**src/rtl/core/varint_length_frame_decoder_defines.svh**
```systemverilog
// assertion helpers for the varint frame decoder
`ifndef VARINT_LENGTH_FRAME_DECODER_DEFINES_SVH
`define VARINT_LENGTH_FRAME_DECODER_DEFINES_SVH

// consequent checked in the same cycle as the antecedent
`define VLFD_ASSERT_SAME(label, clk, rst_n, ante, cons, msg) \
	label: assert property (@(posedge clk) disable iff (!rst_n) (ante) |-> (cons)) \
		else $error(msg);

// consequent checked in the cycle after the antecedent
`define VLFD_ASSERT_NEXT(label, clk, rst_n, ante, cons, msg) \
	label: assert property (@(posedge clk) disable iff (!rst_n) (ante) |=> (cons)) \
		else $error(msg);

`endif

```
**src/rtl/core/vlfd_pkg.sv**
```systemverilog
`timescale 1ns / 1ps

package vlfd_pkg;

	localparam int VARINT_MAX_BYTES = 5;

	localparam int BYTE_W     = 8;
	localparam int PID_W      = 32;
	localparam int DECL_W     = 21;
	localparam int CODE_W     = 2;
	localparam int KIND_W     = 3;
	localparam int THR_W      = 22;
	localparam int REM_W      = 22;
	localparam int CNT_W      = 3;
	localparam int CFG_IDX_W  = 1;
	localparam int CFG_DATA_W = 22;
	localparam int M_TDATA_W  = 64;

	localparam logic [CFG_IDX_W-1:0] REG_THRESHOLD  = 1'b0;
	localparam logic [CFG_IDX_W-1:0] REG_MAX_LENGTH = 1'b1;

	localparam logic [THR_W-1:0]  THR_RESET = '1;
	localparam logic [DECL_W-1:0] MAX_RESET = '1;

	typedef enum logic [2:0] {
		PH_OUTER,
		PH_INNER,
		PH_PID,
		PH_BODY,
		PH_RAW,
		PH_SKIP
	} phase_t;

	typedef enum logic [KIND_W-1:0] {
		KIND_PACKET_ID,
		KIND_BODY,
		KIND_HEADER,
		KIND_COMPRESSED,
		KIND_ERROR
	} kind_t;

	typedef enum logic [CODE_W-1:0] {
		ERR_MALFORMED,
		ERR_TOO_LARGE,
		ERR_BELOW_THRESHOLD
	} err_t;

endpackage

```
**src/rtl/core/varint_length_frame_decoder.sv**
```systemverilog
`timescale 1ns / 1ps
// Deframer for varint length-prefixed streams. One stream byte enters per item on the
// s_axis side and at most one result item leaves on the m_axis side; a new byte is taken
// every clock cycle as long as the result side keeps up. A byte passes an input register
// and then one stage of decode logic into the result register. An outer length that is
// overlong, negative or above max_length stops the block for good: further bytes are
// taken and dropped until reset. Errors inside a frame only drop the rest of that
// frame. Configuration writes on the cfg port are always taken and must come while no
// frame is in flight; the inner length field is used when compression_threshold is
// non-negative at the moment the outer length completes.

`include "varint_length_frame_decoder_defines.svh"

module varint_length_frame_decoder (
	input  logic                                clk,
	input  logic                                arst_n,
	input  logic                                s_axis_tvalid,
	output logic                                s_axis_tready,
	input  logic [vlfd_pkg::BYTE_W-1:0]         s_axis_tdata,   // data_byte
	output logic                                m_axis_tvalid,
	input  logic                                m_axis_tready,
	// out_byte, msg_id, declared_length, error_code, zero pad
	output logic [vlfd_pkg::M_TDATA_W-1:0]      m_axis_tdata,
	output logic [vlfd_pkg::KIND_W-1:0]         m_axis_tuser,   // kind
	output logic                                m_axis_tlast,
	input  logic                                cfg_valid,
	output logic                                cfg_ready,
	input  logic [vlfd_pkg::CFG_IDX_W-1:0]      cfg_index,
	input  logic [vlfd_pkg::CFG_DATA_W-1:0]     cfg_data
);

	import vlfd_pkg::*;

	// configuration
	logic [THR_W-1:0]  thr_q;
	logic [DECL_W-1:0] max_q;

	// input stage
	logic              valid_s1;
	logic [BYTE_W-1:0] byte_s1;

	// decoder state
	phase_t            phase_q, phase_d;
	logic [PID_W-1:0]  acc_q, acc_d;
	logic [CNT_W-1:0]  cnt_q, cnt_d;
	logic [REM_W-1:0]  rem_q, rem_d;
	logic              stuck_q, stuck_d;

	// result register
	logic              out_valid_q;
	kind_t             kind_q;
	logic [BYTE_W-1:0] obyte_q;
	logic [PID_W-1:0]  pid_q;
	logic [DECL_W-1:0] decl_q;
	err_t              code_q;
	logic              last_q;

	// combinational result
	logic              res_valid;
	kind_t             res_kind;
	logic [BYTE_W-1:0] res_byte;
	logic [PID_W-1:0]  res_pid;
	logic [DECL_W-1:0] res_decl;
	err_t              res_code;
	logic              res_last;

	logic advance, fire;

	// varint step
	logic [PID_W-1:0] acc_base, acc_shift, acc_new;
	logic [CNT_W-1:0] cnt_inc, cnt_nx;
	logic             vi_done, vi_long;
	logic [REM_W-1:0] rem_dec;
	logic             rem_dec_zero;
	logic             above_max, below_thr;

	assign advance       = !out_valid_q || m_axis_tready;
	assign fire          = valid_s1 && advance;
	assign s_axis_tready = !valid_s1 || advance;
	assign cfg_ready     = 1'b1;

	always_ff @(posedge clk or negedge arst_n) begin
		if (!arst_n) begin
			thr_q <= THR_RESET;
			max_q <= MAX_RESET;
		end else if (cfg_valid && cfg_ready) begin
			case (cfg_index)
				REG_THRESHOLD:  thr_q <= cfg_data[THR_W-1:0];
				REG_MAX_LENGTH: max_q <= cfg_data[DECL_W-1:0];
				default: ;
			endcase
		end
	end

	always_ff @(posedge clk or negedge arst_n) begin
		if (!arst_n) begin
			valid_s1 <= 1'b0;
		end else if (s_axis_tvalid && s_axis_tready) begin
			valid_s1 <= 1'b1;
		end else if (advance) begin
			valid_s1 <= 1'b0;
		end
	end

	always_ff @(posedge clk) begin
		if (s_axis_tvalid && s_axis_tready) begin
			byte_s1 <= s_axis_tdata;
		end
	end

	always_comb begin
		acc_base = (cnt_q == '0) ? '0 : acc_q;
		case (cnt_q)
			3'd0:    acc_shift = {25'd0, byte_s1[6:0]};
			3'd1:    acc_shift = {18'd0, byte_s1[6:0], 7'd0};
			3'd2:    acc_shift = {11'd0, byte_s1[6:0], 14'd0};
			3'd3:    acc_shift = {4'd0, byte_s1[6:0], 21'd0};
			3'd4:    acc_shift = {byte_s1[3:0], 28'd0};
			default: acc_shift = '0;
		endcase
		acc_new  = acc_base | acc_shift;
		cnt_inc  = cnt_q + CNT_W'(1);
		vi_done  = !byte_s1[7];
		vi_long  = byte_s1[7] && (cnt_inc >= CNT_W'(VARINT_MAX_BYTES));
		cnt_nx   = (vi_done || vi_long) ? '0 : cnt_inc;
		rem_dec  = (rem_q != '0) ? rem_q - REM_W'(1) : '0;
		rem_dec_zero = (rem_dec == '0);
		above_max    = acc_new > {11'd0, max_q};
		below_thr    = $signed({1'b0, acc_new[DECL_W-1:0]}) < $signed(thr_q);
	end

	// next state
	always_comb begin
		phase_d = phase_q;
		acc_d   = acc_q;
		cnt_d   = cnt_q;
		rem_d   = rem_q;
		stuck_d = stuck_q;
		if (fire && !stuck_q) begin
			case (phase_q)
				PH_OUTER: begin
					acc_d = acc_new;
					cnt_d = cnt_nx;
					if (vi_long) begin
						stuck_d = 1'b1;
					end else if (vi_done) begin
						if (acc_new[PID_W-1] || above_max) begin
							stuck_d = 1'b1;
						end else begin
							rem_d = acc_new[REM_W-1:0];
							if (acc_new != '0) begin
								phase_d = thr_q[THR_W-1] ? PH_PID : PH_INNER;
							end
						end
					end
				end
				PH_INNER, PH_PID: begin
					acc_d = acc_new;
					cnt_d = cnt_nx;
					rem_d = rem_dec;
					if (vi_long || (!vi_done && rem_dec_zero)) begin
						cnt_d   = '0;
						phase_d = rem_dec_zero ? PH_OUTER : PH_SKIP;
					end else if (vi_done) begin
						if (phase_q == PH_PID) begin
							phase_d = rem_dec_zero ? PH_OUTER : PH_BODY;
						end else if (acc_new[PID_W-1] || above_max
							|| ((acc_new == '0) && rem_dec_zero)
							|| ((acc_new != '0) && below_thr)) begin
							phase_d = rem_dec_zero ? PH_OUTER : PH_SKIP;
						end else if (acc_new == '0) begin
							phase_d = PH_PID;
						end else begin
							phase_d = rem_dec_zero ? PH_OUTER : PH_RAW;
						end
					end
				end
				PH_BODY, PH_RAW, PH_SKIP: begin
					rem_d = rem_dec;
					if (rem_dec_zero) begin
						phase_d = PH_OUTER;
					end
				end
				default: begin
					phase_d = PH_OUTER;
				end
			endcase
		end
	end

	// result item
	always_comb begin
		res_valid = 1'b0;
		res_kind  = KIND_ERROR;
		res_byte  = '0;
		res_pid   = '0;
		res_decl  = '0;
		res_code  = ERR_MALFORMED;
		res_last  = 1'b1;
		if (!stuck_q) begin
			case (phase_q)
				PH_OUTER: begin
					if (vi_long) begin
						res_valid = 1'b1;
					end else if (vi_done) begin
						if (acc_new[PID_W-1] || acc_new == '0) begin
							res_valid = 1'b1;
						end else if (above_max) begin
							res_valid = 1'b1;
							res_code  = ERR_TOO_LARGE;
						end
					end
				end
				PH_INNER: begin
					if (vi_long || (!vi_done && rem_dec_zero)) begin
						res_valid = 1'b1;
					end else if (vi_done) begin
						if (acc_new[PID_W-1] || ((acc_new == '0) && rem_dec_zero)) begin
							res_valid = 1'b1;
						end else if (acc_new == '0) begin
							res_valid = 1'b0;
						end else if (above_max) begin
							res_valid = 1'b1;
							res_code  = ERR_TOO_LARGE;
						end else if (below_thr) begin
							res_valid = 1'b1;
							res_code  = ERR_BELOW_THRESHOLD;
						end else begin
							res_valid = 1'b1;
							res_kind  = KIND_HEADER;
							res_decl  = acc_new[DECL_W-1:0];
							res_last  = rem_dec_zero;
						end
					end
				end
				PH_PID: begin
					if (vi_long || (!vi_done && rem_dec_zero)) begin
						res_valid = 1'b1;
					end else if (vi_done) begin
						res_valid = 1'b1;
						res_kind  = KIND_PACKET_ID;
						res_pid   = acc_new;
						res_last  = rem_dec_zero;
					end
				end
				PH_BODY, PH_RAW: begin
					res_valid = 1'b1;
					res_kind  = (phase_q == PH_BODY) ? KIND_BODY : KIND_COMPRESSED;
					res_byte  = byte_s1;
					res_last  = rem_dec_zero;
				end
				default: begin
					res_valid = 1'b0;
				end
			endcase
		end
	end

	always_ff @(posedge clk or negedge arst_n) begin
		if (!arst_n) begin
			phase_q     <= PH_OUTER;
			acc_q       <= '0;
			cnt_q       <= '0;
			rem_q       <= '0;
			stuck_q     <= 1'b0;
			out_valid_q <= 1'b0;
		end else begin
			phase_q <= phase_d;
			acc_q   <= acc_d;
			cnt_q   <= cnt_d;
			rem_q   <= rem_d;
			stuck_q <= stuck_d;
			if (advance) begin
				out_valid_q <= fire && res_valid;
			end
		end
	end

	always_ff @(posedge clk) begin
		if (advance) begin
			kind_q  <= res_kind;
			obyte_q <= res_byte;
			pid_q   <= res_pid;
			decl_q  <= res_decl;
			code_q  <= res_code;
			last_q  <= res_last;
		end
	end

	assign m_axis_tvalid = out_valid_q;
	assign m_axis_tuser  = kind_q;
	assign m_axis_tlast  = last_q;
	assign m_axis_tdata  = {1'b0, code_q, decl_q, pid_q, obyte_q};

	`VLFD_ASSERT_SAME(a_err_last, clk, arst_n, m_axis_tvalid && (kind_q == KIND_ERROR), m_axis_tlast, "error item without tlast")
	`VLFD_ASSERT_SAME(a_outer_empty, clk, arst_n, phase_q == PH_OUTER, rem_q == '0, "frame count left while waiting for a length")
	`VLFD_ASSERT_NEXT(a_stuck_hold, clk, arst_n, stuck_q, stuck_q, "sticky error cleared")
	`VLFD_ASSERT_NEXT(a_stuck_silent, clk, arst_n, stuck_q && !m_axis_tvalid, !m_axis_tvalid, "item produced after sticky error")
	`VLFD_ASSERT_SAME(a_code_zero, clk, arst_n, m_axis_tvalid && (kind_q != KIND_ERROR), code_q == ERR_MALFORMED, "error code on a data item")

endmodule

```
**config.mk**
```make
export PLATFORM = sky130hd
export DESIGN_NAME = varint_length_frame_decoder
export DESIGN_NICKNAME = d
export VERILOG_FILES = /design/src/rtl/core/vlfd_pkg.sv /design/src/rtl/core/varint_length_frame_decoder.sv
export VERILOG_INCLUDE_DIRS = /design/src /design/src/rtl/core
export SDC_FILE = /design/constraint.sdc
export NUM_CORES = 1
export LEC_CHECK = 0
export BUFFER_PORTS_ARGS = -buffer_cell sky130_fd_sc_hd__buf_2
export CAP_MARGIN = 15
export CORE_MARGIN = 2
export CORE_UTILIZATION = 53
export CTS_CLUSTER_SIZE = 12
export DETAILED_ROUTE_END_ITERATION = 12
export GPL_ROUTABILITY_DRIVEN = 0
export PLACE_DENSITY = 0.76
export SLEW_MARGIN = 15
export SYNTH_ARGS = -nofsm -noshare
export SYNTH_HDL_FRONTEND = slang
export SYNTH_SLANG_ARGS = --single-unit
export TNS_END_PERCENT = 30
```
**constraint.sdc**
```tcl
create_clock -name clk -period 4.06 [get_ports clk]
set_input_delay 0.406 -clock clk [delete_from_list [all_inputs] [get_ports clk]]
set_output_delay 0.406 -clock clk [all_outputs]
set_load 0.01 [all_outputs]
```
==> impl_results.md, run 1 <==
* Pwr Density at 788.4 nW/um^2
* Die Footprint at 18760 um^2
* Final setup fails at 25
* Largest net degree at the start of global routing at 71
* Number of synthesized flops with an enable pin at 75
* Post-synth top cells: nor2_1 (89), o21ai_0 (84), edfxtp_1 (75)
* Grt ovf at 0
* Crit path max fanout at 6
* Number of diodes at 0
* P_leak at 5.193 nW
* Top-count cell post-synth: nor2_1
* Slew Limit Fails at 0
* Ys flop type: edfxtp_1
* Worst reg-to-reg setup slack at -0.29 ns
* Die Span Y at 137.0 um
* Syn Std Cell Area at 9373 um^2
* Syn_area_per_cell at 10.24 um^2
* Peak supply drop at 0.0004489 V
* Core Rows at 48
* Via count at 7852
* Outcome: complete, but fails checks
* Worst-margin pin slew at 1.092 ns
* Post-place setup slack at -0.1495 ns
* R2R Path Start: cnt_q[0]
* Initial antenna violation count at 0
* Placement Cell Area at 10600 um^2
* Final period utilization at 1.071
* CTS tree: yes
* Core Box Area at 17300 um^2
* Critical R2R Capture: decl_q[16]
* Seq/Total Area, Yosys at 0.5290
* Worst Setup End Kind: flop
* Final Hold Vio Count at 0
* Yosys top cell area share at 0.2403
* Clk sinks at 181
* Filler cell count at 1345
* Starting Density at 0.5419
* Unrepaired setup endpoints after global routing: true
* Hold-fix buffers, CTS at 0
* Worst EP arrival at 4.66 ns
* Worst r2r path cells at 18
* Drt pass-1 iters at 5
* H-Tree Depth at 4
* Hold Path Class: in -> async
* Drt total wl at 25830 um
* Vias/cell at 5.998
* Max Freq at 0.2300 GHz
* Worst setup SP type: flop
* Setup crit start: cnt_q[0]
* Relative slew slack at 0.2701
* Starting DRT DRC Count at 1003
* Critical path endpoint: decl_q[16]
* Finished Cell Area at 11480 um^2
* Fin crit period at 4.349 ns
* Clock Pin Slew Worst Setup and Hold Paths at 0.08 ns
* HPWL Detailed at 17890 um
* Port Buffer Count at 104
* Post-synth top area cell: edfxtp_1
* CP Class: reg -> reg
* # IOs at 107
* WL/cell at 19.73 um
* Worst EP required at 4.37 ns
* Antenna-violating nets left at 0
* Clock Latency Late Sink at 0.44 ns
* Failing checks: setup timing
* Gr usage total at 0.2722
* Layout Nets at 1154
* Syn Nets at 998
* Max_cap viols at 0
* DRC at 0
* Num CTS Buffers at 17
* First-pass GRT wire length at 38790 um
* Top post-synthesis cells by area: edfxtp_1 (24%), dfrtp_1 (17%), dfstp_2 (12%)
* Final setup margin at -0.2885 ns
* Synth unique cells at 73
* Ys Warns at 0
* Root buffer cell: clkbuf_16
* Die Span X at 137.0 um
* Gate Count Post-Synth at 915
* Vias in the first global route at 7216
* Post-synth ARST share at 0.5856
* Longest Clk Path Bufs at 2
* Area growth, synth to finish at 22.51%
* Fraction of layout cells with a size suffix above 1 at 0.3183
* Flop and latch count out of synthesis at 181
* Clock Skew at 0.01227 ns
what timing repair did:
| item | CTS | global route |
|---|---|---|
| endpoints found under the setup margin | 22 | 49 |
| cloned | 0 | 2 |
| setup buffers | 0 | 12 |
| pin swaps | 1 | 18 |
| gates resized for setup | 2 | 51 |
cell type report:
cell class,instances,area (um^2),area share
clock buffers,17,425.4,0.03705
clock inverters,15,205.2,0.01787
inverters,72,270.3,0.02354
multi-input cells,611,4155,0.3619
flip-flops and latches,181,4959,0.4318
well taps,225,281.5,0.02452
repair buffers,188,1186,0.1033
how the worst min path moves through the flow:
stage / slack (ns) / endpoint / from / cells past startpoint
global route: 0.14 / rem_q[11] / arst_n / 1
CTS: 0.08 / rem_q[11] / arst_n / 1
detailed placement: 0.48 / acc_q[21] / acc_q[21] / 2
finish: 0.07 / rem_q[11] / arst_n / 1
global placement: 0.46 / acc_q[21] / acc_q[21] / 2
floorplan: 0.11 / acc_q[0] / arst_n / 0
sequential cells by signal, indices dropped and copies added (netlist names), 3 cells and up:
signal	cells
acc_q	32
thr_q	22
obyte_q	8
pid_q	32
byte_s1	8
decl_q	21
phase_q	3
cnt_q	3
max_q	21
m_axis_tuser	3
rem_q	22
logic make-up after synthesis:
| kind of cell | after synthesis | share of synthesized area |
|---|---|---|
| AND/OR/NAND/NOR | 296 | 0.1594 |
| AO/OA/AOI/OAI | 228 | 0.1488 |
| flip-flops | 181 | 0.5290 |
| buffers and inverters | 125 | 0.05620 |
| adder cells (fa/ha/maj) | 47 | 0.06274 |
| multiplexers | 32 | 0.03925 |
| XOR/XNOR | 4 | 0.003739 |
| other | 2 | 0.0008013 |
worst max-delay path: stages (launching register included):
cell and delay (ns):
dfrtp_1 0.41, inv_2 0.10, ha_4 0.15, nor2b_4 0.23, buf_12 0.15, buf_6 0.10
mux2i_4 0.24, inv_2 0.08, ha_4 0.26, nand4_1 0.09, or3_4 0.35, or3_4 0.41
nor2b_4 0.14, a221oi_4 0.26, and2_4 0.19, nand4b_1 0.12, buf_4 0.19, or4_4 0.60
nor2_2 0.15
per-layer routing:
metal | vias up | GRT usage | wire [um]
li1 | 3607 | - | -
met1 | 3798 | 0.3667 | 10450
met2 | 356 | 0.4273 | 12280
met3 | 91 | 0.04667 | 1875
met4 | 0 | 0.1334 | 1217
met5 | - | 0 | 0
cell usage in the layout, fill, tap and decap left out, types with 17 or more instances in the layout:
cell type / count
buf_4: 81
a22oi_1: 21
o21ai_1: 24
nand2_1: 73
dfstp_2: 43
o21ai_0: 64
clkbuf_16: 17
dfrtp_1: 63
edfxtp_1: 75
a21oi_1: 55
buf_2: 103
ha_1: 43
nor2_1: 77
inv_1: 69
nor3_1: 24
mux2_2: 25
per-stage QoR:
| stage | TNS [ns] | hold slack (ns) | total power, mW | instances | utilization |
|---|---|---|---|---|---|
| floorplan | -1.820 | 0.1104 | 5.371 | 915 | - |
| global placement | 0 | 0.4628 | 6.702 | 1263 | 0.6128 |
| detailed placement | -2.159 | 0.4795 | 6.833 | 1263 | 0.6128 |
| CTS | -0.9948 | 0.07941 | 8.647 | 1295 | 0.6500 |
| global route | -10.23 | 0.1358 | 9.527 | 1309 | 0.6638 |
| finish | -5.646 | 0.07488 | 9.053 | 1309 | 0.6638 |
power by group:
group	total, mW	switching [mW]	internal (mW)
Combinational	4.34	2.54	1.80
Sequential	2.93	0.470	2.46
Clock	1.78	0.778	0.998
Total	9.05	3.79	5.27
(Power assumes the default switching activity.)
==> run 2, diff against run 1 <==
--- a/config.mk
+++ b/config.mk
@@ -9,11 +9,11 @@
 export BUFFER_PORTS_ARGS = -buffer_cell sky130_fd_sc_hd__buf_2
 export CAP_MARGIN = 15
 export CORE_MARGIN = 2
-export CORE_UTILIZATION = 53
+export CORE_UTILIZATION = 33
 export CTS_CLUSTER_SIZE = 12
 export DETAILED_ROUTE_END_ITERATION = 12
 export GPL_ROUTABILITY_DRIVEN = 0
-export PLACE_DENSITY = 0.76
+export SKIP_CTS_REPAIR_TIMING = 1
 export SLEW_MARGIN = 15
 export SYNTH_ARGS = -nofsm -noshare
 export SYNTH_HDL_FRONTEND = slang
==> run 2 against run 1 <==
Net effect: the run still ends with setup timing left; maximum frequency grew 1.9%; clock power shrank 7%; cell count grew 13%; sequential power is essentially flat; worst setup slack gained 0.081 ns; clock-buffer cell count is the same; routed wire length grew 2.6%; largest cell class unchanged; largest power group unchanged.
==> impl_results.md, run 2 (synthesis results as in run 1) <==
* Largest net degree at the start of global routing at 71 (unchanged)
* Clock Skew at 0.02079 ns (was 0.01227 ns)
* Final Util at 0.4230 (was 0.6638)
* Num CTS Buffers at 17 (unchanged)
* Relative slew slack at 0.3533 (was 0.2701)
* Starting Density at 0.3364 (was 0.5419)
* # IOs at 107 (unchanged)
* Initial antenna violation count at 0 (unchanged)
* Final period utilization at 1.051 (was 1.071)
* Hold Path Class: in -> async (unchanged)
* WL/cell at 17.96 um (was 19.73 um)
* Number of diodes at 0 (unchanged)
* Fin crit period at 4.268 ns (was 4.349 ns)
* Outcome: complete, but fails checks (unchanged)
* Worst EP arrival at 4.46 ns (was 4.66 ns)
* P_leak at 5.239 nW (was 5.193 nW)
* Die Span X at 172.5 um (was 137.0 um)
* Peak supply drop at 0.0003895 V (was 0.0004489 V)
* Drt total wl at 26500 um (was 25830 um)
* HPWL Detailed at 19160 um (was 17890 um)
* Drt pass-1 iters at 5 (unchanged)
* Clock share of power at 0.182 (was 0.196)
* Worst-margin pin slew at 0.9677 ns (was 1.092 ns)
* Net Switching at 3.812 mW (was 3.788 mW)
* Worst setup SP type: flop (unchanged)
* Worst EP required at 4.25 ns (was 4.37 ns)
* Gr usage total at 0.1744 (was 0.2722)
* Starting DRT DRC Count at 572 (was 1003)
* Slew Limit Fails at 0 (unchanged)
* Most common cell after layout, fill and taps aside: buf_2 (unchanged)
* Sequential cell fraction of total power at 0.323 (was 0.324)
* Vias/cell at 5.159 (was 5.998)
* Regs by FF count: acc_q x32, pid_q x32 (unchanged)
* Die Span Y at 172.5 um (was 137.0 um)
* Combinational Power Share at 0.495 (was 0.480)
* Layout Nets at 1167 (was 1154)
* Placement Cell Area at 10930 um^2 (was 10600 um^2)
* Die Footprint at 29770 um^2 (was 18760 um^2)
* Finished Cell Area at 11780 um^2 (was 11480 um^2)
* Clk sinks at 181 (unchanged)
* CTS tree: yes (unchanged)
* Clock Pin Slew Worst Setup and Hold Paths at 0.07 ns (was 0.08 ns)
* DRC at 0 (unchanged)
* H-Tree Depth at 4 (unchanged)
* Pwr Density at 769.7 nW/um^2 (was 788.4 nW/um^2)
* Grt ovf at 0 (unchanged)
* Clock Latency Late Sink at 0.45 ns (was 0.44 ns)
* Longest Clk Path Bufs at 2 (unchanged)
* First-pass GRT wire length at 41170 um (was 38790 um)
* Max Freq at 0.2343 GHz (was 0.2300 GHz)
* Dpl cells at 1434 (was 1263)
* Most frequent cells in the layout: buf_2 (103), buf_4 (93), nor2_1 (82) (was buf_2 (103), buf_4 (81), nor2_1 (77))
* Final setup TNS at -2.190 ns (was -5.646 ns)
* Vias in the first global route at 7385 (was 7216)
* Final setup margin at -0.2076 ns (was -0.2885 ns)
* Area growth, synth to finish at 25.72% (was 22.51%)
* Max_cap viols at 0 (unchanged)
* Fraction of layout cells with a size suffix above 1 at 0.3364 (was 0.3183)
* Failing checks: setup timing (unchanged)
* Core Rows at 61 (was 48)
* Worst Setup End Kind: flop (unchanged)
* Unrepaired setup endpoints after global routing: true (unchanged)
* P_int at 5.258 mW (was 5.265 mW)
* Post-route insts no fill at 1475 (was 1309)
* Core Box Area at 27860 um^2 (was 17300 um^2)
* Root buffer cell: clkbuf_16 (unchanged)
* Via count at 7610 (was 7852)
* Antenna-violating nets left at 0 (unchanged)
* Final setup fails at 18 (was 25)
* Port Buffer Count at 104 (unchanged)
* CP Class: reg -> reg (unchanged)
* Switching portion of total power at 0.4203 (was 0.4184)
* Crit path max fanout at 4 (was 6)
* Final Hold Vio Count at 0 (unchanged)
## run 2: worst max-delay path, cell delays in order, from the launching register on
cell and delay [ns]:
dfrtp_1 0.42, inv_2 0.09, ha_4 0.14, nor2b_4 0.17, buf_12 0.15, mux2i_4 0.25
inv_1 0.09, ha_1 0.32, nand4_1 0.09, or3_4 0.38, or3_4 0.39, nor2b_4 0.14
a221oi_4 0.26, and2_4 0.19, nand4b_1 0.14, buf_4 0.19, buf_4 0.13, a221o_1 0.34
nand2b_4 0.14
## run 2: cell type report
class                      count  area, um^2
clock inverter                15       156.4
timing repair buffer         201        1300
clock buffer                  17       425.4
tap                          378       473.0
fill                        2673       16070
multi-input combinational    611        4200
inverter                      72       270.3
sequential                   181        4959
## run 2: routing by layer
layer | wire length (um) | global-route usage | vias up
li1 | - | - | 3642
met1 | 11560 | 0.2307 | 3721
met2 | 13060 | 0.2913 | 208
met3 | 1195 | 0.02704 | 39
met4 | 682 | 0.06125 | 0
met5 | 0 | 0 | -
## run 2: path summary, 6_finish.rpt
check | to | from | slack (ns) | cells after the start
min reg2reg | acc_q[21] | acc_q[21] | 0.48 | 2
max reg2reg | m_axis_tlast | cnt_q[0] | -0.21 | 18
max in group asynchronous | cnt_q[1] | arst_n | 3.09 | 2
max | m_axis_tlast | cnt_q[0] | -0.21 | 18
min in group clk | byte_s1[6] | s_axis_tdata[6] | 0.14 | 1
min | rem_q[7] | arst_n | 0.09 | 1
## run 2: power groups by stage
stage	Sequential [mW]	Clock [mW]	Combinational, mW
6_report	2.93	1.65	4.49
5_1_grt	2.99	1.74	4.91
4_1_cts	2.88	1.67	4.19
3_5_place_dp	2.91	0	4.15
3_3_place_gp	2.91	0	4.10
2_1_floorplan	2.83	0	2.54
## run 2: metrics by stage
| step | setup slack (ns) | power [mW] | hold slack, ns |
|---|---|---|---|
| 4_1_cts | -0.2504 | 8.741 | 0.1126 |
| 2_1_floorplan | -0.09149 | 5.371 | 0.1104 |
| 3_3_place_gp | -0.1438 | 7.006 | 0.4635 |
| 3_5_place_dp | -0.2252 | 7.063 | 0.4707 |
| 5_1_grt | -0.3715 | 9.644 | 0.1297 |
| 6_report | -0.2076 | 9.070 | 0.09109 |
